### config.mk
export PLATFORM = sky130hd
export DESIGN_NAME = at_command_frame_parser
export DESIGN_NICKNAME = d
export VERILOG_FILES = /design/src/rtl/core/acfp_pkg.sv /design/src/rtl/core/at_command_frame_parser.sv
export SDC_FILE = /design/constraint.sdc
export NUM_CORES = 1
export LEC_CHECK = 0
export BUFFER_PORTS_ARGS = -buffer_cell sky130_fd_sc_hd__buf_2
export CAP_MARGIN = 25
export CORE_ASPECT_RATIO = 1.75
export CORE_MARGIN = 4
export CORE_UTILIZATION = 30
export DETAILED_ROUTE_END_ITERATION = 12
export SLEW_MARGIN = 20
export SYNTH_ARGS = -nofsm -noshare
export SYNTH_HDL_FRONTEND = slang
export SYNTH_SLANG_ARGS = --single-unit
### constraint.sdc
create_clock -name clk -period 3 [get_ports clk]
set_input_delay 0.15 -clock clk [delete_from_list [all_inputs] [get_ports clk]]
set_output_delay 0.15 -clock clk [all_outputs]
set_load 0.1 [all_outputs]
### src/rtl/core/acfp_pkg.sv
package acfp_pkg;

  // Characters of the frame AT+<cmd>:<param>\r\n
  localparam logic [7:0] CH_A     = 8'h41;
  localparam logic [7:0] CH_T     = 8'h54;
  localparam logic [7:0] CH_PLUS  = 8'h2B;
  localparam logic [7:0] CH_COLON = 8'h3A;
  localparam logic [7:0] CH_CR    = 8'h0D;
  localparam logic [7:0] CH_LF    = 8'h0A;

  // Result kinds
  localparam logic [1:0] KIND_HDR   = 2'd0;
  localparam logic [1:0] KIND_CMD   = 2'd1;
  localparam logic [1:0] KIND_PARAM = 2'd2;

  // Parse states
  localparam logic [2:0] PS_IDLE  = 3'd0;
  localparam logic [2:0] PS_A     = 3'd1;
  localparam logic [2:0] PS_AT    = 3'd2;
  localparam logic [2:0] PS_CMD   = 3'd3;
  localparam logic [2:0] PS_PARAM = 3'd4;
  localparam logic [2:0] PS_CR    = 3'd5;

  // Sequencer modes
  localparam logic [1:0] MODE_PARSE = 2'd0;
  localparam logic [1:0] MODE_HDR   = 2'd1;
  localparam logic [1:0] MODE_FETCH = 2'd2;
  localparam logic [1:0] MODE_LOAD  = 2'd3;

  typedef logic [7:0] byte_t;

endpackage

### src/rtl/core/at_command_frame_parser.sv
// Channel  | Direction | Handshake          | Payload
// ---------+-----------+--------------------+------------------------------------------
// in       | input     | in_valid/in_stall  | in_rx_byte[7:0]
// out      | output    | out_valid/out_stall| out_kind, out_data_byte, out_cmd_length,
//          |           |                    | out_param_length, out_last
//
// A byte is taken whenever in_valid is high and no frame is being read out.
// A closing LF starts the readout: one header, then each stored command and
// parameter byte; each stored byte is read from its store in the FETCH state and
// then loaded into the output register in the LOAD state.
// in_stall stays high during readout. out_stall holds the output register and
// stalls the readout. Synchronous active-low reset; stores need no clearing.
module at_command_frame_parser #(
  parameter int CMD_DEPTH   = 16,
  parameter int PARAM_DEPTH = 32
) (
  input  logic       clk,
  input  logic       rst_n,
  input  logic       in_valid,
  output logic       in_stall,
  input  logic [7:0] in_rx_byte,
  output logic       out_valid,
  input  logic       out_stall,
  output logic [1:0] out_kind,
  output logic [7:0] out_data_byte,
  output logic [3:0] out_cmd_length,
  output logic [4:0] out_param_length,
  output logic       out_last
);

  localparam int CCW = $clog2(CMD_DEPTH);
  localparam int PCW = $clog2(PARAM_DEPTH);

  acfp_pkg::byte_t cmd_mem [CMD_DEPTH];
  acfp_pkg::byte_t par_mem [PARAM_DEPTH];

  logic [2:0]     pstate_r, pstate_nxt;
  logic [1:0]     mode_r, mode_nxt;
  logic [CCW-1:0] cmd_count_r, cmd_count_nxt;
  logic [PCW-1:0] par_count_r, par_count_nxt;
  logic [CCW-1:0] cmd_idx_r, cmd_idx_nxt;
  logic [PCW-1:0] par_idx_r, par_idx_nxt;
  logic           par_phase_r, par_phase_nxt;

  acfp_pkg::byte_t cmd_rdata_r, par_rdata_r;

  logic           out_valid_r, out_valid_nxt;
  logic [1:0]     out_kind_r, out_kind_nxt;
  logic [7:0]     out_data_r, out_data_nxt;
  logic [3:0]     out_clen_r, out_clen_nxt;
  logic [4:0]     out_plen_r, out_plen_nxt;
  logic           out_last_r, out_last_nxt;

  logic           in_acc, out_free, load, rd_en;
  logic           cmd_we, par_we;
  logic           cmd_end, par_end, item_last;
  logic [CCW+3:0] cmd_len_wide;
  logic [PCW+4:0] par_len_wide;

  assign in_stall = (mode_r != acfp_pkg::MODE_PARSE);
  assign in_acc   = in_valid && !in_stall;
  assign out_free = !out_valid_r || !out_stall;
  assign rd_en    = (mode_r == acfp_pkg::MODE_FETCH);

  assign cmd_end   = (cmd_idx_r == cmd_count_r - CCW'(1));
  assign par_end   = (par_idx_r == par_count_r - PCW'(1));
  assign item_last = par_phase_r ? par_end : (cmd_end && (par_count_r == '0));

  assign cmd_len_wide = {4'b0, cmd_count_r};
  assign par_len_wide = {5'b0, par_count_r};

  always_comb begin
    pstate_nxt    = pstate_r;
    mode_nxt      = mode_r;
    cmd_count_nxt = cmd_count_r;
    par_count_nxt = par_count_r;
    cmd_idx_nxt   = cmd_idx_r;
    par_idx_nxt   = par_idx_r;
    par_phase_nxt = par_phase_r;
    out_kind_nxt  = out_kind_r;
    out_data_nxt  = out_data_r;
    out_clen_nxt  = out_clen_r;
    out_plen_nxt  = out_plen_r;
    out_last_nxt  = out_last_r;
    cmd_we        = 1'b0;
    par_we        = 1'b0;
    load          = 1'b0;

    case (mode_r)
      acfp_pkg::MODE_PARSE: begin
        if (in_acc) begin
          case (pstate_r)
            acfp_pkg::PS_IDLE: begin
              if (in_rx_byte == acfp_pkg::CH_A) pstate_nxt = acfp_pkg::PS_A;
            end
            acfp_pkg::PS_A: begin
              pstate_nxt = (in_rx_byte == acfp_pkg::CH_T) ? acfp_pkg::PS_AT
                                                          : acfp_pkg::PS_IDLE;
            end
            acfp_pkg::PS_AT: begin
              if (in_rx_byte == acfp_pkg::CH_PLUS) begin
                pstate_nxt    = acfp_pkg::PS_CMD;
                cmd_count_nxt = '0;
              end else begin
                pstate_nxt = acfp_pkg::PS_IDLE;
              end
            end
            acfp_pkg::PS_CMD: begin
              if (in_rx_byte == acfp_pkg::CH_COLON) begin
                pstate_nxt    = acfp_pkg::PS_PARAM;
                par_count_nxt = '0;
              end else if (cmd_count_r < CCW'(CMD_DEPTH - 1)) begin
                cmd_we        = 1'b1;
                cmd_count_nxt = cmd_count_r + CCW'(1);
              end else begin
                pstate_nxt = acfp_pkg::PS_IDLE;
              end
            end
            acfp_pkg::PS_PARAM: begin
              if (in_rx_byte == acfp_pkg::CH_CR) begin
                pstate_nxt = acfp_pkg::PS_CR;
              end else if (par_count_r < PCW'(PARAM_DEPTH - 2)) begin
                par_we        = 1'b1;
                par_count_nxt = par_count_r + PCW'(1);
              end else begin
                pstate_nxt = acfp_pkg::PS_IDLE;
              end
            end
            acfp_pkg::PS_CR: begin
              if (in_rx_byte == acfp_pkg::CH_LF) mode_nxt = acfp_pkg::MODE_HDR;
              pstate_nxt = acfp_pkg::PS_IDLE;
            end
            default: pstate_nxt = acfp_pkg::PS_IDLE;
          endcase
        end
      end
      acfp_pkg::MODE_HDR: begin
        if (out_free) begin
          load          = 1'b1;
          out_kind_nxt  = acfp_pkg::KIND_HDR;
          out_data_nxt  = '0;
          out_last_nxt  = (cmd_count_r == '0) && (par_count_r == '0);
          cmd_idx_nxt   = '0;
          par_idx_nxt   = '0;
          par_phase_nxt = (cmd_count_r == '0);
          mode_nxt      = out_last_nxt ? acfp_pkg::MODE_PARSE : acfp_pkg::MODE_FETCH;
        end
      end
      acfp_pkg::MODE_FETCH: begin
        mode_nxt = acfp_pkg::MODE_LOAD;
      end
      acfp_pkg::MODE_LOAD: begin
        if (out_free) begin
          load         = 1'b1;
          out_kind_nxt = par_phase_r ? acfp_pkg::KIND_PARAM : acfp_pkg::KIND_CMD;
          out_data_nxt = par_phase_r ? par_rdata_r : cmd_rdata_r;
          out_last_nxt = item_last;
          if (item_last) begin
            mode_nxt = acfp_pkg::MODE_PARSE;
          end else begin
            mode_nxt = acfp_pkg::MODE_FETCH;
            if (par_phase_r) begin
              par_idx_nxt = par_idx_r + PCW'(1);
            end else if (cmd_end) begin
              par_phase_nxt = 1'b1;
            end else begin
              cmd_idx_nxt = cmd_idx_r + CCW'(1);
            end
          end
        end
      end
      default: mode_nxt = acfp_pkg::MODE_PARSE;
    endcase

    // lengths travel with the beat so new input cannot disturb a held result
    if (load) begin
      out_valid_nxt = 1'b1;
      out_clen_nxt  = cmd_len_wide[3:0];
      out_plen_nxt  = par_len_wide[4:0];
    end else if (!out_stall) begin
      out_valid_nxt = 1'b0;
    end else begin
      out_valid_nxt = out_valid_r;
    end
  end

  always_ff @(posedge clk) begin
    if (!rst_n) begin
      pstate_r    <= acfp_pkg::PS_IDLE;
      mode_r      <= acfp_pkg::MODE_PARSE;
      cmd_count_r <= '0;
      par_count_r <= '0;
      out_valid_r <= 1'b0;
    end else begin
      pstate_r    <= pstate_nxt;
      mode_r      <= mode_nxt;
      cmd_count_r <= cmd_count_nxt;
      par_count_r <= par_count_nxt;
      out_valid_r <= out_valid_nxt;
    end
  end

  always_ff @(posedge clk) begin
    cmd_idx_r   <= cmd_idx_nxt;
    par_idx_r   <= par_idx_nxt;
    par_phase_r <= par_phase_nxt;
    out_kind_r  <= out_kind_nxt;
    out_data_r  <= out_data_nxt;
    out_clen_r  <= out_clen_nxt;
    out_plen_r  <= out_plen_nxt;
    out_last_r  <= out_last_nxt;
  end

  // Stores: written while parsing, read only during readout (input stalled).
  always_ff @(posedge clk) begin
    if (cmd_we) cmd_mem[cmd_count_r] <= in_rx_byte;
    if (rd_en)  cmd_rdata_r <= cmd_mem[cmd_idx_r];
  end

  always_ff @(posedge clk) begin
    if (par_we) par_mem[par_count_r] <= in_rx_byte;
    if (rd_en)  par_rdata_r <= par_mem[par_idx_r];
  end

  assign out_valid        = out_valid_r;
  assign out_kind         = out_kind_r;
  assign out_data_byte    = out_data_r;
  assign out_cmd_length   = out_clen_r;
  assign out_param_length = out_plen_r;
  assign out_last         = out_last_r;

  a_fetch_then_load: assert property (@(posedge clk) disable iff (!rst_n)
    mode_r == acfp_pkg::MODE_FETCH |=> mode_r == acfp_pkg::MODE_LOAD)
    else $error("readout fetch not followed by load");

  a_hdr_zero_data: assert property (@(posedge clk) disable iff (!rst_n)
    out_valid && out_kind == acfp_pkg::KIND_HDR |-> out_data_byte == 8'h00)
    else $error("header carries nonzero data");

  a_no_write_in_readout: assert property (@(posedge clk) disable iff (!rst_n)
    (cmd_we || par_we) |-> mode_r == acfp_pkg::MODE_PARSE)
    else $error("store write during readout");

  a_last_ends_readout: assert property (@(posedge clk) disable iff (!rst_n)
    out_valid_r && out_last_r |->
      mode_r == acfp_pkg::MODE_PARSE || mode_r == acfp_pkg::MODE_HDR)
    else $error("readout still running after last beat");

  a_load_when_free: assert property (@(posedge clk) disable iff (!rst_n)
    out_valid && out_stall && !load |=> out_valid && $stable(out_data_byte) &&
      $stable(out_cmd_length) && $stable(out_param_length))
    else $error("output beat changed while stalled");

endmodule
# After elaboration in Yosys (flattened, before gate mapping)
# Memory sizes are Yosys's and may differ from the RTL's. A register that Yosys moved wholly into a read port is not among the register bits.
# Index checks and enable logic that the tools add are counted.
dict set report totals {
  wordCells 153
  reg_bits 45
  memories 2
  ramBits 384
  inputBits 12
}
# name words width read_ports rd_ports_with_merged_regs wr line
set memory_table {}
lappend memory_table {par_mem 32 8 1 1 1 at_command_frame_parser.sv:35} ;# acfp_pkg::byte_t par_mem [PARAM_DEPTH];
lappend memory_table {cmd_mem 16 8 1 1 1 at_command_frame_parser.sv:34} ;# acfp_pkg::byte_t cmd_mem [CMD_DEPTH];
dict set report op_classes {
  n_addsub 6
  eq_ne 35
  reduce_logical 24
  muxes 71
  magnitude_cmp 2
}
# operator count
set op_table {}
lappend op_table {{$mux W5} 7}
lappend op_table {{$mux W4} 8}
lappend op_table {{$ne A2 B2 Y1 const B} 15}
lappend op_table {{$mux W1} 26}
lappend op_table {{$mux W2} 12}
lappend op_table {{$mux W8} 3}
lappend op_table {{$pmux W5 S2} 2}
lappend op_table {{$reduce_and A6 Y1} 3}
lappend op_table {{$eq A8 B4 Y1 const B} 2}
lappend op_table {{$eq A8 B6 Y1 const B} 2}
lappend op_table {{$eq A8 B7 Y1 const B} 2}
lappend op_table {{$pmux W4 S2} 2}
lappend op_table {{$pmux W8 S2} 1}
lappend op_table {{$mux W3} 5}
lappend op_table {{$pmux W3 S5} 1}
lappend op_table {{$reduce_and A5 Y1} 3}
lappend op_table {{$add A5 B1 Y5 const B} 2}
lappend op_table {{$add A4 B1 Y4 const B} 2}
lappend op_table {{$pmux W2 S4} 1}
lappend op_table {{$reduce_bool A2 Y1} 4}
lappend op_table {{$eq A3 B2 Y1 const B} 2}
lappend op_table {{$eq A3 B3 Y1 const B} 2}
lappend op_table {{$ne A3 B3 Y1 const B} 2}
lappend op_table {{$eq A5 B5 Y1} 1}
lappend op_table {{other kinds (21)} 28}

# Logic depth before layout (Yosys ltp)
dict set report depth {
  ltp_word 8
  ltp_mapped 8
}

# Least setup slack after synthesis
# No wires, ideal clock.
dict set report synth_timing {
  path_kind {register to register}
  from {register out_valid_r, in the netlist out_valid}
  to {register par_idx_r[0] (enable)}
  path_buffers 0
  arrival_ns 2.181
  slack_ns 0.479
  path_stages_with_launch 4
  required_time_ns 2.660
  path_cell_list {dfxtp_1 > a21boi_0 > nand2_1 > nor2_1}
}
dict set report synth_via {
  elab_chain_cells 4
  elab_cells_between_ends 5
}
# element line
set synth_lines {}
lappend synth_lines {{start: declaration} at_command_frame_parser.sv:47} ;# logic out_valid_r, out_valid_nxt;
lappend synth_lines {{start signal: assignment} at_command_frame_parser.sv:199} ;# out_valid_r <= out_valid_nxt;
lappend synth_lines {{$logic_not A1 Y1 (*)} at_command_frame_parser.sv:62} ;# assign out_free = !out_valid_r || !out_stall;
lappend synth_lines {{$logic_or A1 B1 Y1 (*)} at_command_frame_parser.sv:62}
lappend synth_lines {{$ne A2 B2 Y1 (no line)} n/a}
lappend synth_lines {{$reduce_and A5 Y1 (no line) (*)} n/a}
lappend synth_lines {{end signal: assignment} at_command_frame_parser.sv:205} ;# par_idx_r <= par_idx_nxt;
lappend synth_lines {{end: declaration} at_command_frame_parser.sv:42} ;# logic [PCW-1:0] par_idx_r, par_idx_nxt;
# Mark *: on every way between the ends. The rest lies on a longest branch, timed or not.
# A chain may end at the register's enable or synchronous reset.

# Final worst setup path
dict set report layout_timing {
  from {register cmd_count_r[0]}
  to {memory cmd_mem[4][0] (netlist name) (enable)}
}
dict set report layout_via {
  elab_chain_cells 8
}
# element line
set layout_lines {}
lappend layout_lines {{start: declaration} at_command_frame_parser.sv:39} ;# logic [CCW-1:0] cmd_count_r, cmd_count_nxt;
lappend layout_lines {{start signal: assignment} at_command_frame_parser.sv:197} ;# cmd_count_r <= cmd_count_nxt;
lappend layout_lines {{$lt A4 B4 Y1} at_command_frame_parser.sv:112} ;# end else if (cmd_count_r < CCW'(CMD_DEPTH - 1)) begin
lappend layout_lines {{$mux W1} at_command_frame_parser.sv:112}
lappend layout_lines {{$mux W1} at_command_frame_parser.sv:109} ;# if (in_rx_byte == acfp_pkg::CH_COLON) begin
lappend layout_lines {{$mux W1} at_command_frame_parser.sv:92} ;# case (pstate_r)
lappend layout_lines {{$mux W1} at_command_frame_parser.sv:91} ;# if (in_acc) begin
lappend layout_lines {{$mux W1} at_command_frame_parser.sv:89} ;# case (mode_r)
lappend layout_lines {{$mux W1} at_command_frame_parser.sv:216} ;# if (cmd_we) cmd_mem[cmd_count_r] <= in_rx_byte;
lappend layout_lines {{$mux W1 (implied by the code)} at_command_frame_parser.sv:216}
lappend layout_lines {{end: declaration} at_command_frame_parser.sv:34}
# Parallel ways exist; a longest one is shown, timed or not.

==> flow_summary.yaml <==
floorplan:
  io_pins: 34
  start_util: 0.303
  rows: 118
  fp.dieW_um: 193
  fp.dieArea_um2: 63800
  core_area_um2: 59200
  die_height_um: 331
routing:
  first_iter_violations: 666
  wl_per_cell_um: 23.1
  drc: 0
  ant_nets: 0
  totalWireLength_um: 42200
  first_pass_iters: 7
  vias: 8826
  vias_per_cell: 4.83
timing:
  fin_crit_ps: 2540
  skew_ps: 22.7
  rsz0062_at_grt: "no"
  slew-limit-headroom: 0.333
  finalCritPeriodShare: 0.846
  tightest_slew_ps: 996
  fin_hold_ws_ps: 33.4
  slew_violations: 0
  finalSetupTns_ps: 0
  hold_violations: 0
  fmax_ghz: 0.394
  fin_ws_ps: 461
  setup-violations-final: 0
setup_path:
  cp_max_fo: 8
  slowest_delay_ps: 780
  cp-start-kind: "flip-flop"
  crit_required_ps: 3160
  rrSetupSlack_ps: 460
  arrival_ps: 2700
  crit_chain: "ha_1, a31oi_1, and3_1, nand2_1, nor2_1"
  critPathLaunch: "cmd_count_r[0]$_SDFFE_PN0P_"
  worstSetupEndpointType: "flip-flop"
  worstSetupEndpoint: "cmd_mem[4][0]$_DFFE_PP_"
  slowest_stage: "nor2_1"
  r2r-start: "cmd_count_r[0]$_SDFFE_PN0P_"
  r2r_end: "cmd_mem[4][0]$_DFFE_PP_"
  worstSetupPathType: "flip-flop to flip-flop"
  rr_worst_depth: 5
logic_synthesis:
  synth-seq-area-share: 0.737
  yosysTopAreaCell: "edfxtp_1"
  syn_area_um2: 17900
  synth.top_cell.area_share: 0.721
  synth_edf_count: 430
  ys_warn_count: 0
  avgSynthCellArea_um2: 19.8
  synth.area.top_cells: "edfxtp_1 72%, mux4_2 10%, mux4_1 3.2%, mux2i_1 1.8%, dfxtp_1 1.7%"
  yosysUniqueCellTypes: 61
  ys_dominant_reg_cell: "edfxtp_1"
  synth_cells: 904
  ys_ff_latch: 445
  synthArstFlopShare: 0
global_routing:
  grt_pass1_vias: 9332
  grt_first_pass_wirelength_um: 61800
  grt_max_degree: 49
  antenna_found_initial: 3
  grt-ovfl-total: 0
  gr-usage-all-layers: 0.131
layout:
  multi_input_area_um2: 4440
  n_fill_cell: 5489
  most-common-layout-cells: "430 x edfxtp_1, 82 x mux4_2, 74 x nor2_1, 74 x buf_4, 38 x clkbuf_16"
  finalNetCount: 1043
  layout_commonest_cell: "edfxtp_1"
  final_util: 0.351
  drive_gt1_frac: 0.249
  seqCellArea_um2: 13200
  final_cells: 1827
  area_delta_synth_final_pct: 15.9
place:
  gp_congestion: 0.823
  placed_cells: 1756
  port_buffers: 33
  dp_slack_ps: 442
  hpwl_um: 29800
clock_tree:
  clockBufferDepth: 3
  cts_resized: 0
  clk_pin_slew_ps: 70
  cts_buffers: 36
  post-cts-setup-buffer-count: 0
  clock-root-buffer: "clkbuf_16"
  cts.sinks: 445
  clk_latency_ps: 560
  cts_tree: "built"
  htreeDepth: 2
job:
  maxCapViolCount: 0
pwr:
  peakVddDrop_uv: 370
  power_leakage_nw: 6.54
  power.density_nw_per_um2: 578
run_status:
  status: "complete, no violations"
worst_hold_path:
  min_path_type: "input pin to flip-flop"
-- synthesized netlist by cell type, types with 8 or more instances --
cell / number
a211oi_1: 14
a21oi_1: 18
a22oi_1: 9
buf_2: 12
clkbuf_1: 18
dfxtp_1: 15
edfxtp_1: 430
ha_1: 12
mux2i_1: 32
mux4_1: 22
mux4_2: 82
nand2_1: 18
nand3_1: 17
nor2_1: 74
nor2b_1: 11
nor3_1: 9
o21a_1: 8
xnor2_1: 8
-- repair_timing --
| item | CTS | global route |
|---|---|---|
| hold buffers | 4 | 1 |
| setup endpoints to repair | 0 | 0 |
| endpoints found under the hold margin | 11 | 1 |
-- stage by stage --
stage	total power [mW]	instance area [µm²]
global route	12.3	20800
finish	12.0	20800
CTS	12.1	20700
global placement	7.10	19500
detailed placement	7.11	19500
floorplan	6.97	17900
-- state kept, by name (all words and copies together) (netlist names), 5 cells and up --
register,cells
par_mem,256
par_rdata_r,8
cmd_mem,128
par_idx_r,5
par_count_r,5
out_param_length,5
out_data_byte,8
cmd_rdata_r,8
-- cells by family after synthesis --
logic type                 count (synthesis)  synth area share
xor gates and xnor gates                  16           0.00866
adders and majority gates                 12           0.00838
muxes                                    136             0.153
other                                      1          0.000209
and+or+nand+nor                          170            0.0480
DFF                                      445             0.737
buffers and inverters                     53            0.0162
AOI/OAI and AO/OA                         71            0.0279
-- per-layer routing --
layer  track usage  part of all wire
met4        0.0583             0.044
met1         0.137              0.35
met5             0                 0
met2         0.257              0.58
met3        0.0143             0.028
-- worst max-delay path, delay by kind of cell, from the launching register on --
family | cells | cell delay [ps]
flops | 1 | 380
compound gates | 1 | 300
fa+ha+maj | 1 | 250
simple gates | 3 | 1220
-- area by class of cell --
cell class / count / share of cell area
inverters: 7 / 0.00127
multi-input cells: 413 / 0.214
clock buffers: 45 / 0.0480
diodes: 1 / 0.000121
flip-flops and latches: 445 / 0.637
clock inverters: 20 / 0.0122
well taps: 780 / 0.0470
repair buffers: 116 / 0.0410
-- worst min-delay path by stage --
stage                  start                  endpoint  cells past startpoint
2_1_floorplan  in_rx_byte[0]   cmd_mem[0][0]$_DFFE_PP_                      0
4_1_cts        in_rx_byte[7]   cmd_mem[0][7]$_DFFE_PP_                      1
6_report       in_rx_byte[1]   par_mem[9][1]$_DFFE_PP_                      1
3_3_place_gp       out_stall    out_valid$_SDFFE_PN0P_                      3
5_1_grt        in_rx_byte[1]  par_mem[10][1]$_DFFE_PP_                      1
3_5_place_dp       out_stall    out_valid$_SDFFE_PN0P_                      3
-- power by group --
group          total [mW]  switching, mW  internal, mW
combinational       0.166          0.133        0.0335
clock                5.03           2.21          2.82
sequential           6.81        0.00822          6.80
total                12.0           2.35          9.66
Power figures use the tool's default switching activity.
